[config.mk]
export PLATFORM = sky130hd
export DESIGN_NAME = rolling_average_pressure_top
export DESIGN_NICKNAME = d
export VERILOG_FILES = /design/src/design/rap_pkg.sv /design/src/design/rolling_average_pressure_top.sv /design/src/design/rap_ring.sv /design/src/design/rap_div.sv
export VERILOG_INCLUDE_DIRS = /design/src /design/src/design
export SDC_FILE = /design/constraint.sdc
export NUM_CORES = 2
export LEC_CHECK = 0
export BUFFER_PORTS_ARGS = -buffer_cell sky130_fd_sc_hd__buf_4
export CORE_AREA = 8 8 317 350
export DETAILED_ROUTE_END_ITERATION = 8
export DIE_AREA = 0 0 325 358
export HOLD_SLACK_MARGIN = 0.12
export MAX_ROUTING_LAYER = met4
export SKIP_LAST_GASP = 1
export SLEW_MARGIN = 20
export SYNTH_ARGS = -nofsm -noshare
export SYNTH_HDL_FRONTEND = slang
export SYNTH_SLANG_ARGS = --single-unit
[constraint.sdc]
create_clock -name clk -period 15 [get_ports clk]
set_input_delay 3 -clock clk [delete_from_list [all_inputs] [get_ports clk]]
set_output_delay 3 -clock clk [all_outputs]
set_load 0.05 [all_outputs]
[src/design/rolling_average_pressure_top_defines.svh]
// Assertion macros shared by the rolling average pressure design.
// Both macros expect signals named clk and rst in the module that uses them.
`ifndef ROLLING_AVERAGE_PRESSURE_TOP_DEFINES_SVH
`define ROLLING_AVERAGE_PRESSURE_TOP_DEFINES_SVH

`ifndef NO_ASSERTIONS

// Same-cycle implication.
`define RAP_ASSERT_IMPL(label, ante, cons) \
  label: assert property (@(posedge clk) disable iff (rst) (ante) |-> (cons)) \
    else $error("rolling average pressure: assertion failed");

// Next-cycle implication.
`define RAP_ASSERT_NEXT(label, ante, cons) \
  label: assert property (@(posedge clk) disable iff (rst) (ante) |=> (cons)) \
    else $error("rolling average pressure: assertion failed");

`else

`define RAP_ASSERT_IMPL(label, ante, cons)
`define RAP_ASSERT_NEXT(label, ante, cons)

`endif

`endif

[src/design/rap_pkg.sv]
package rap_pkg;

  localparam int SAMPLE_W   = 12;
  localparam int MAX_WINDOW = 32;
  localparam int RING_AW    = $clog2(MAX_WINDOW);
  localparam int WIN_W      = 6;
  localparam int SUM_W      = 17;
  localparam int SUB_W      = SAMPLE_W + WIN_W;

  // Gain ratio A/B = 625000 / K7, reduced, per sensor range.
  localparam int GAIN_NUM_W = 19;
  localparam int GAIN_DEN_W = 13;
  localparam int NB_W       = 18;
  localparam int PROD_W     = SUM_W + GAIN_NUM_W;
  localparam int NUM_W      = PROD_W + 1;
  localparam int DEN_W      = NB_W + 1;
  localparam int QUOT_W     = 20;
  localparam int P_W        = 19;

  localparam logic [WIN_W-1:0] WINDOW_RESET = 6'd8;

  localparam logic [1:0] REG_WINDOW_SIZE   = 2'd0;
  localparam logic [1:0] REG_OFFSET_COUNTS = 2'd1;
  localparam logic [1:0] REG_DEVICE_TYPE   = 2'd2;

  localparam logic [1:0] DEV_10KPA  = 2'd0;
  localparam logic [1:0] DEV_100KPA = 2'd1;
  localparam logic [1:0] DEV_700KPA = 2'd2;

  typedef struct packed {
    logic              busy;
    logic              done;
    logic [QUOT_W-1:0] quot;
  } div_status_t;

  function automatic logic [GAIN_NUM_W-1:0] gain_num(input logic [1:0] dev);
    logic [GAIN_NUM_W-1:0] g;
    unique case (dev)
      DEV_10KPA:  g = 19'd25;
      DEV_100KPA: g = 19'd125;
      default:    g = 19'd312500;
    endcase
    return g;
  endfunction

  function automatic logic [GAIN_DEN_W-1:0] gain_den(input logic [1:0] dev);
    logic [GAIN_DEN_W-1:0] g;
    unique case (dev)
      DEV_10KPA:  g = 13'd36;
      DEV_100KPA: g = 13'd18;
      default:    g = 13'd6429;
    endcase
    return g;
  endfunction

endpackage

[src/design/rolling_average_pressure_top.sv]
// Rolling average pressure converter. Each input item carries one 12-bit
// converter sample; each item yields exactly one result item holding the
// pressure in kPa as a signed Q8 value, saturated to 19 bits, and a flag
// that is set once the window is full. Until then the
// average covers only the samples received so far. Writing window_size
// restarts averaging with the next sample; offset_counts and device_type
// take effect on the next item. Configuration may be written only while
// the block is idle. An accepted item passes in order through the ring
// memory read, the update and scaling arithmetic, the bit-serial
// divider that forms the rounded quotient, and the load of the output
// register. Items are processed one at a time; a finished result waits
// in the output register while the next item is taken in, and the block
// stalls only if a second result is ready before the first has been taken.
`include "rolling_average_pressure_top_defines.svh"

module rolling_average_pressure_top (
  input  logic                         clk,
  input  logic                         rst,
  input  logic                         cfg_write,
  input  logic [1:0]                   cfg_index,
  input  logic [rap_pkg::SAMPLE_W-1:0] cfg_data,
  input  logic                         in_valid,
  output logic                         in_ready,
  input  logic [rap_pkg::SAMPLE_W-1:0] adc_sample,
  output logic                         out_valid,
  input  logic                         out_ready,
  output logic signed [rap_pkg::P_W-1:0] pressure_q8,
  output logic                         window_full
);
  import rap_pkg::*;

  // Sequencer codes.
  localparam logic [2:0] S_IDLE  = 3'd0;
  localparam logic [2:0] S_UPD   = 3'd1;
  localparam logic [2:0] S_SCALE = 3'd2;
  localparam logic [2:0] S_MAG   = 3'd3;
  localparam logic [2:0] S_MUL   = 3'd4;
  localparam logic [2:0] S_NUM   = 3'd5;
  localparam logic [2:0] S_DIV   = 3'd6;
  localparam logic [2:0] S_DONE  = 3'd7;

  localparam logic [QUOT_W-1:0] Q_POS_LIM = 20'd262143;
  localparam logic [QUOT_W-1:0] Q_NEG_LIM = 20'd262144;
  localparam logic [P_W-1:0]    P_MAX_V   = 19'h3FFFF;
  localparam logic [P_W-1:0]    P_MIN_V   = 19'h40000;

  logic [2:0] state;

  // Configuration registers.
  logic [WIN_W-1:0]    window_size;
  logic [SAMPLE_W-1:0] offset_counts;
  logic [1:0]          device_type;
  logic [WIN_W-1:0]    eff_w;

  // Window bookkeeping.
  logic [RING_AW-1:0]  write_pos;
  logic [WIN_W-1:0]    fill_count;
  logic [SUM_W-1:0]    running_sum;

  // Per-item working registers.
  logic [RING_AW-1:0]  pos;
  logic [SAMPLE_W-1:0] sample;
  logic [SUB_W-1:0]    sub_r;
  logic [NB_W-1:0]     nb_r;
  logic                full_r;
  logic [SUM_W-1:0]    mag_r;
  logic                neg_r;
  logic [PROD_W-1:0]   prod_r;

  logic                accept;
  logic [RING_AW-1:0]  pos_cur;
  logic [SAMPLE_W-1:0] rd_data;
  logic                full_before;
  logic [SUM_W:0]      sum_wide;
  logic [RING_AW:0]    pos_inc;
  logic [SUB_W-1:0]    sub_prod;
  logic [WIN_W+GAIN_DEN_W-1:0] nb_prod;
  logic [SUB_W-1:0]    sum_ext;
  logic [SUB_W-1:0]    mag_diff;
  logic [PROD_W-1:0]   prod_full;
  logic [NUM_W-1:0]    div_num;
  logic [DEN_W-1:0]    div_den;
  div_status_t         div_st;
  logic                out_free;
  logic [P_W-1:0]      p_sat;

  // A window size of zero acts as one; sizes beyond the ring saturate.
  always_comb begin
    if (window_size == '0) begin
      eff_w = WIN_W'(1);
    end else if (window_size > WIN_W'(MAX_WINDOW)) begin
      eff_w = WIN_W'(MAX_WINDOW);
    end else begin
      eff_w = window_size;
    end
  end

  assign in_ready = (state == S_IDLE);
  assign accept   = in_valid && in_ready;
  assign out_free = !out_valid || out_ready;

  // Slot for the new sample; the oldest sample sits there once full.
  assign pos_cur     = ({1'b0, write_pos} >= eff_w) ? '0 : write_pos;
  assign full_before = (fill_count >= eff_w);
  assign sum_wide    = {1'b0, running_sum} + (SUM_W+1)'(sample)
                       - (full_before ? (SUM_W+1)'(rd_data) : '0);
  assign pos_inc     = {1'b0, pos} + 1'b1;

  assign sub_prod  = offset_counts * fill_count;
  assign nb_prod   = fill_count * gain_den(device_type);
  assign sum_ext   = {1'b0, running_sum};
  assign mag_diff  = (sum_ext >= sub_r) ? (sum_ext - sub_r) : (sub_r - sum_ext);
  assign prod_full = mag_r * gain_num(device_type);

  // Rounded quotient: (2*mag*A + n*B) / (2*n*B).
  assign div_num = {prod_r, 1'b0} + NUM_W'(nb_r);
  assign div_den = {nb_r, 1'b0};

  rap_ring u_ring (
    .clk     (clk),
    .rd_en   (accept),
    .rd_addr (pos_cur),
    .rd_data (rd_data),
    .wr_en   (state == S_UPD),
    .wr_addr (pos),
    .wr_data (sample)
  );

  rap_div u_div (
    .clk    (clk),
    .rst    (rst),
    .start  (state == S_NUM),
    .num    (div_num),
    .den    (div_den),
    .status (div_st)
  );

  // Saturate the magnitude and apply the sign.
  always_comb begin
    if (neg_r) begin
      if (div_st.quot > Q_NEG_LIM) begin
        p_sat = P_MIN_V;
      end else begin
        p_sat = P_W'(~div_st.quot + 1'b1);
      end
    end else begin
      if (div_st.quot > Q_POS_LIM) begin
        p_sat = P_MAX_V;
      end else begin
        p_sat = div_st.quot[P_W-1:0];
      end
    end
  end

  // Configuration writes and window bookkeeping share one process, since
  // a window size write clears the window state.
  always_ff @(posedge clk) begin
    if (rst) begin
      window_size   <= WINDOW_RESET;
      offset_counts <= '0;
      device_type   <= DEV_10KPA;
      write_pos     <= '0;
      fill_count    <= '0;
      running_sum   <= '0;
    end else begin
      if (cfg_write) begin
        unique case (cfg_index)
          REG_WINDOW_SIZE: begin
            window_size <= cfg_data[WIN_W-1:0];
            write_pos   <= '0;
            fill_count  <= '0;
            running_sum <= '0;
          end
          REG_OFFSET_COUNTS: offset_counts <= cfg_data;
          REG_DEVICE_TYPE:   device_type   <= cfg_data[1:0];
          default: ;
        endcase
      end
      if (state == S_UPD) begin
        if (!full_before) begin
          fill_count <= fill_count + 1'b1;
        end
        running_sum <= sum_wide[SUM_W-1:0];
        write_pos   <= (pos_inc >= eff_w) ? '0 : pos_inc[RING_AW-1:0];
      end
    end
  end

  // Sequencer.
  always_ff @(posedge clk) begin
    if (rst) begin
      state <= S_IDLE;
    end else begin
      unique case (state)
        S_IDLE:  if (accept) state <= S_UPD;
        S_UPD:   state <= S_SCALE;
        S_SCALE: state <= S_MAG;
        S_MAG:   state <= S_MUL;
        S_MUL:   state <= S_NUM;
        S_NUM:   state <= S_DIV;
        S_DIV:   if (div_st.done) state <= S_DONE;
        S_DONE:  if (out_free) state <= S_IDLE;
        default: state <= S_IDLE;
      endcase
    end
  end

  // Datapath registers; no reset needed.
  always_ff @(posedge clk) begin
    if (accept) begin
      pos    <= pos_cur;
      sample <= adc_sample;
    end
    if (state == S_SCALE) begin
      sub_r  <= sub_prod;
      nb_r   <= nb_prod[NB_W-1:0];
      full_r <= full_before;
    end
    if (state == S_MAG) begin
      mag_r <= mag_diff[SUM_W-1:0];
      neg_r <= (sum_ext < sub_r);
    end
    if (state == S_MUL) begin
      prod_r <= prod_full;
    end
  end

  // Output register.
  always_ff @(posedge clk) begin
    if (rst) begin
      out_valid <= 1'b0;
    end else if (state == S_DONE && out_free) begin
      out_valid <= 1'b1;
    end else if (out_ready) begin
      out_valid <= 1'b0;
    end
  end

  always_ff @(posedge clk) begin
    if (state == S_DONE && out_free) begin
      pressure_q8 <= p_sat;
      window_full <= full_r;
    end
  end

  `RAP_ASSERT_IMPL(a_fill_in_window, 1'b1, fill_count <= eff_w)
  `RAP_ASSERT_IMPL(a_pos_in_window, 1'b1, {1'b0, write_pos} < eff_w)
  `RAP_ASSERT_NEXT(a_accept_to_update, accept, state == S_UPD)
  `RAP_ASSERT_NEXT(a_div_started, state == S_NUM, div_st.busy)
  `RAP_ASSERT_NEXT(a_result_held, state == S_DONE && !out_free, state == S_DONE)

endmodule

[src/design/rap_ring.sv]
module rap_ring (
  input  logic                         clk,
  input  logic                         rd_en,
  input  logic [rap_pkg::RING_AW-1:0]  rd_addr,
  output logic [rap_pkg::SAMPLE_W-1:0] rd_data,
  input  logic                         wr_en,
  input  logic [rap_pkg::RING_AW-1:0]  wr_addr,
  input  logic [rap_pkg::SAMPLE_W-1:0] wr_data
);
  import rap_pkg::*;

  logic [SAMPLE_W-1:0] mem [MAX_WINDOW];

  always_ff @(posedge clk) begin
    if (wr_en) begin
      mem[wr_addr] <= wr_data;
    end
    if (rd_en) begin
      rd_data <= mem[rd_addr];
    end
  end

endmodule

[src/design/rap_div.sv]
module rap_div (
  input  logic                      clk,
  input  logic                      rst,
  input  logic                      start,
  input  logic [rap_pkg::NUM_W-1:0] num,
  input  logic [rap_pkg::DEN_W-1:0] den,
  output rap_pkg::div_status_t      status
);
  import rap_pkg::*;

  localparam int CNT_W = $clog2(NUM_W + 1);

  logic             busy;
  logic             done;
  logic [CNT_W-1:0] cnt;
  logic [NUM_W-1:0] num_sh;
  logic [DEN_W-1:0] den_r;
  logic [DEN_W-1:0] rem;
  logic [QUOT_W-1:0] quot;
  logic [DEN_W:0]   trial;
  logic [DEN_W:0]   diff;
  logic             ge;

  // One quotient bit per cycle, restoring form.
  assign trial = {rem, num_sh[NUM_W-1]};
  assign ge    = trial >= {1'b0, den_r};
  assign diff  = trial - {1'b0, den_r};

  always_ff @(posedge clk) begin
    if (rst) begin
      busy <= 1'b0;
      done <= 1'b0;
      cnt  <= '0;
    end else begin
      done <= 1'b0;
      if (start) begin
        busy <= 1'b1;
        cnt  <= CNT_W'(NUM_W);
      end else if (busy) begin
        cnt <= cnt - 1'b1;
        if (cnt == CNT_W'(1)) begin
          busy <= 1'b0;
          done <= 1'b1;
        end
      end
    end
  end

  always_ff @(posedge clk) begin
    if (start) begin
      num_sh <= num;
      den_r  <= den;
      rem    <= '0;
      quot   <= '0;
    end else if (busy) begin
      num_sh <= {num_sh[NUM_W-2:0], 1'b0};
      rem    <= ge ? diff[DEN_W-1:0] : trial[DEN_W-1:0];
      quot   <= {quot[QUOT_W-2:0], ge};
    end
  end

  assign status.busy = busy;
  assign status.done = done;
  assign status.quot = quot;

endmodule

==> results.ini <==
[status]
outcome = completed

[setup_path]
path_common_cell = fa_1
timing.rr.end = prod_r[35]
critical_path_class = flop to flop
crit_fanout = 44
cp.required_ps = 15380
critical_path.max_stage_delay_ps = 540
cp.buffers_inverters = 4
reg2reg_depth = 22
reg2reg_from = device_type[1]
path_delay_family = adder cells
critPathCaptureType = flop
r2r_setup_slack_ps = 7670
crit_chain = buf_4, or2_2, nand2_1, fa_1, fa_1, inv_1, fa_1, inv_1, fa_1, inv_1, fa_1, fa_1, ha_1, and2_1, o2111ai_1, o21a_1, nor4_1, nand4bb_1, a41oi_1, o21bai_1, mux2i_1, a2111oi_0
arrival_ps = 7710
slowest_stage = fa_1
start_kind = flop

[layout]
syn2layout_area_growth_pct = 10.79
final_nets = 4375
drive_gt1_frac = 0.07468

[sta]
rsz0062_at_grt = no
hold_viol = 0
max_slew_margin = 0.2450
layout_min_cycle_time_ps = 7331
timing.hold.ws_ps = 459.8
setup_tns_ps = 0
slew_viol_final = 0
final.setup_skew_ps = 63.82
fmax_mhz = 136.4
setup_violations = 0
tightestPinTransition_ps = 1128
post-route-period-util = 0.4887

[synth]
synth_area_um2 = 41720
ys.flop_type = edfxtp_1
synth-xor-area-share = 0.02771
syn_avg_cell_area_um2 = 11.06
synth_top_area_frac = 0.4168
async_flop_share = 0
synth_fa_ha_area_frac = 0.1953
synth_area_leaders = edfxtp_1 (42%), ha_1 (10%), fa_1 (9.5%), dfxtp_1 (4.8%), inv_1 (4.5%)
syn_inst = 3772
synth-simple-area-share = 0.1021
syn_nets = 4336
yosysMostFrequentCell = edfxtp_1
yosys_warnings = 0
synth_top_family_by_area = adder cells
synth-seq-cells = 678
ys_seq_area_frac = 0.4643
ys_top_cells_by_count = edfxtp_1 (579), inv_1 (504), ha_1 (336)
synth_compound_area_frac = 0.1144
muxShareOfSynthArea = 0.03596
synth_enable_flop_cells = 579
synth_area_leader_cell = edfxtp_1
netlist-cell-type-count = 78

[job]
maxCapViolCount = 0

[clocking]
worstSkewPairLatency_ps = 670
clock_path_buffers = 3
cts_max_level = 3
clock_sinks = 678
cts_resized = 0
cts-root-buf = clkbuf_16
clk_pin_slew_ps = 60
cts_tree = yes
post_cts_buffers = 0
cts_buffers = 76
ctsHoldBuffers = 0

[route]
detail-route-antenna-nets = 0
viasPerCell = 5.196
via_count = 27382
avgRoutedWirePerCell_um = 18.70
dr.pass1.iters = 5
drt_iter0_drc = 1880
routed_wl_um = 98570
remaining_drc_errors = 0

[global_routing]
grt_max_degree = 70
grt_pass1_wl_um = 156900
overflow = 0
grt_usage = 0.1725
antenna_found_initial = 2
grt_pass1_vias = 27777

[power_and_ir_drop]
p_leak_nw = 19.06
ir_worst_vdd_v = 0.0001096
finalPower_mw = 5.406
powerDensity_nw_per_um2 = 117.0

[min_path]
hold_path.class = flop to flop
hold_depth = 2
hold_end = window_size[0]
min_from = window_size[0]

[placement]
dp_hpwl_um = 70090
place.gp.congestion = 0.8781
port_buffers = 52

[die]
dieArea_um2 = 116400
core_um2 = 104900
ios = 53
rows = 125
die_w_um = 325
initial_core_util = 0.3975
die_h_um = 358

[tightest hold or removal path: stages (launching register included)]
cell and delay, ps:
dfxtp_1 310, nand2_1 50, a21oi_1 50
[cell type report]
type,instances,area [µm²]
Timing Repair Buffer,116,870.8
Tap cell,1397,1748
Inverter,506,1901
Multi-Input combinational cell,2433,19910
Antenna cell,3,7.507
Clock buffer,100,2002
Sequential cell,678,19380
Clock inverter,37,399.1
Fill cell,9750,58730
[metal layers]
layer | wire length (µm) | GRT usage | vias up
met5 | 0 | - | -
met4 | 1690 | 0.03944 | 0
met3 | 4363 | 0.02392 | 105
met2 | 48480 | 0.2960 | 526
met1 | 44040 | 0.2172 | 13395
li1 | - | - | 13356
[cell usage in the layout, fill, tap and decap left out, types with 69 or more instances in the layout]
master     count
o21ai_0      140
xnor2_1      109
nor2_1       207
inv_1        503
fa_1         197
dfxtp_1       96
clkbuf_16     76
mux2i_1      133
edfxtp_1     579
buf_4        116
nand2_1      293
ha_1         336
a211oi_1      69
a21oi_1      188
nor3_1        69
[registers in the layout, summed over array words and instances (netlist names), 18 cells and up]
register	flops
u_div.num_sh	37
u_div.den_r	18
nb_r	18
u_div.quot	20
sub_r	18
pressure_q8	19
u_ring.mem	384
prod_r	36
u_div.rem	19
[how the worst max path moves through the flow]
stage	from	endpoint	slack, ps	cells past startpoint
final	device_type[1]	prod_r[35]	7670	22
after global placement	device_type[1]	prod_r[34]	7830	24
after global routing	device_type[0]	prod_r[35]	6940	22
after floorplan	device_type[0]	prod_r[35]	8300	23
after detailed placement	device_type[1]	prod_r[34]	7650	23
after CTS	device_type[1]	prod_r[35]	7610	22
[where the power goes]
part	internal, mW	switching [mW]	total (mW)	leakage [nW]
combinational	0.561	0.799	1.36	11.8
sequential	2.17	0.0669	2.24	6.05
clock	1.02	0.787	1.81	1.16
total	3.75	1.65	5.41	19.1
[kinds of logic after synthesis]
group	after synthesis
compound gates	728
xor+xnor	132
fa+ha+maj	533
buf+inv	661
flops	678
mux	147
simple gates	893
[per-stage QoR]
| stage | util | worst slack [ps] | std cells | cell area, µm² |
|---|---|---|---|---|
| 6_report | 0.4404 | 7669 | 5270 | 46220 |
| 5_1_grt | 0.4404 | 6939 | 5269 | 46210 |
| 4_1_cts | 0.4400 | 7611 | 5267 | 46180 |
| 3_5_place_dp | 0.4172 | 7650 | 5130 | 43780 |
| 3_3_place_gp | 0.4171 | 7830 | 5130 | 43770 |
| 2_1_floorplan | - | 8298 | 3772 | 41720 |
Note: power is estimated with default switching activity, not from simulation.
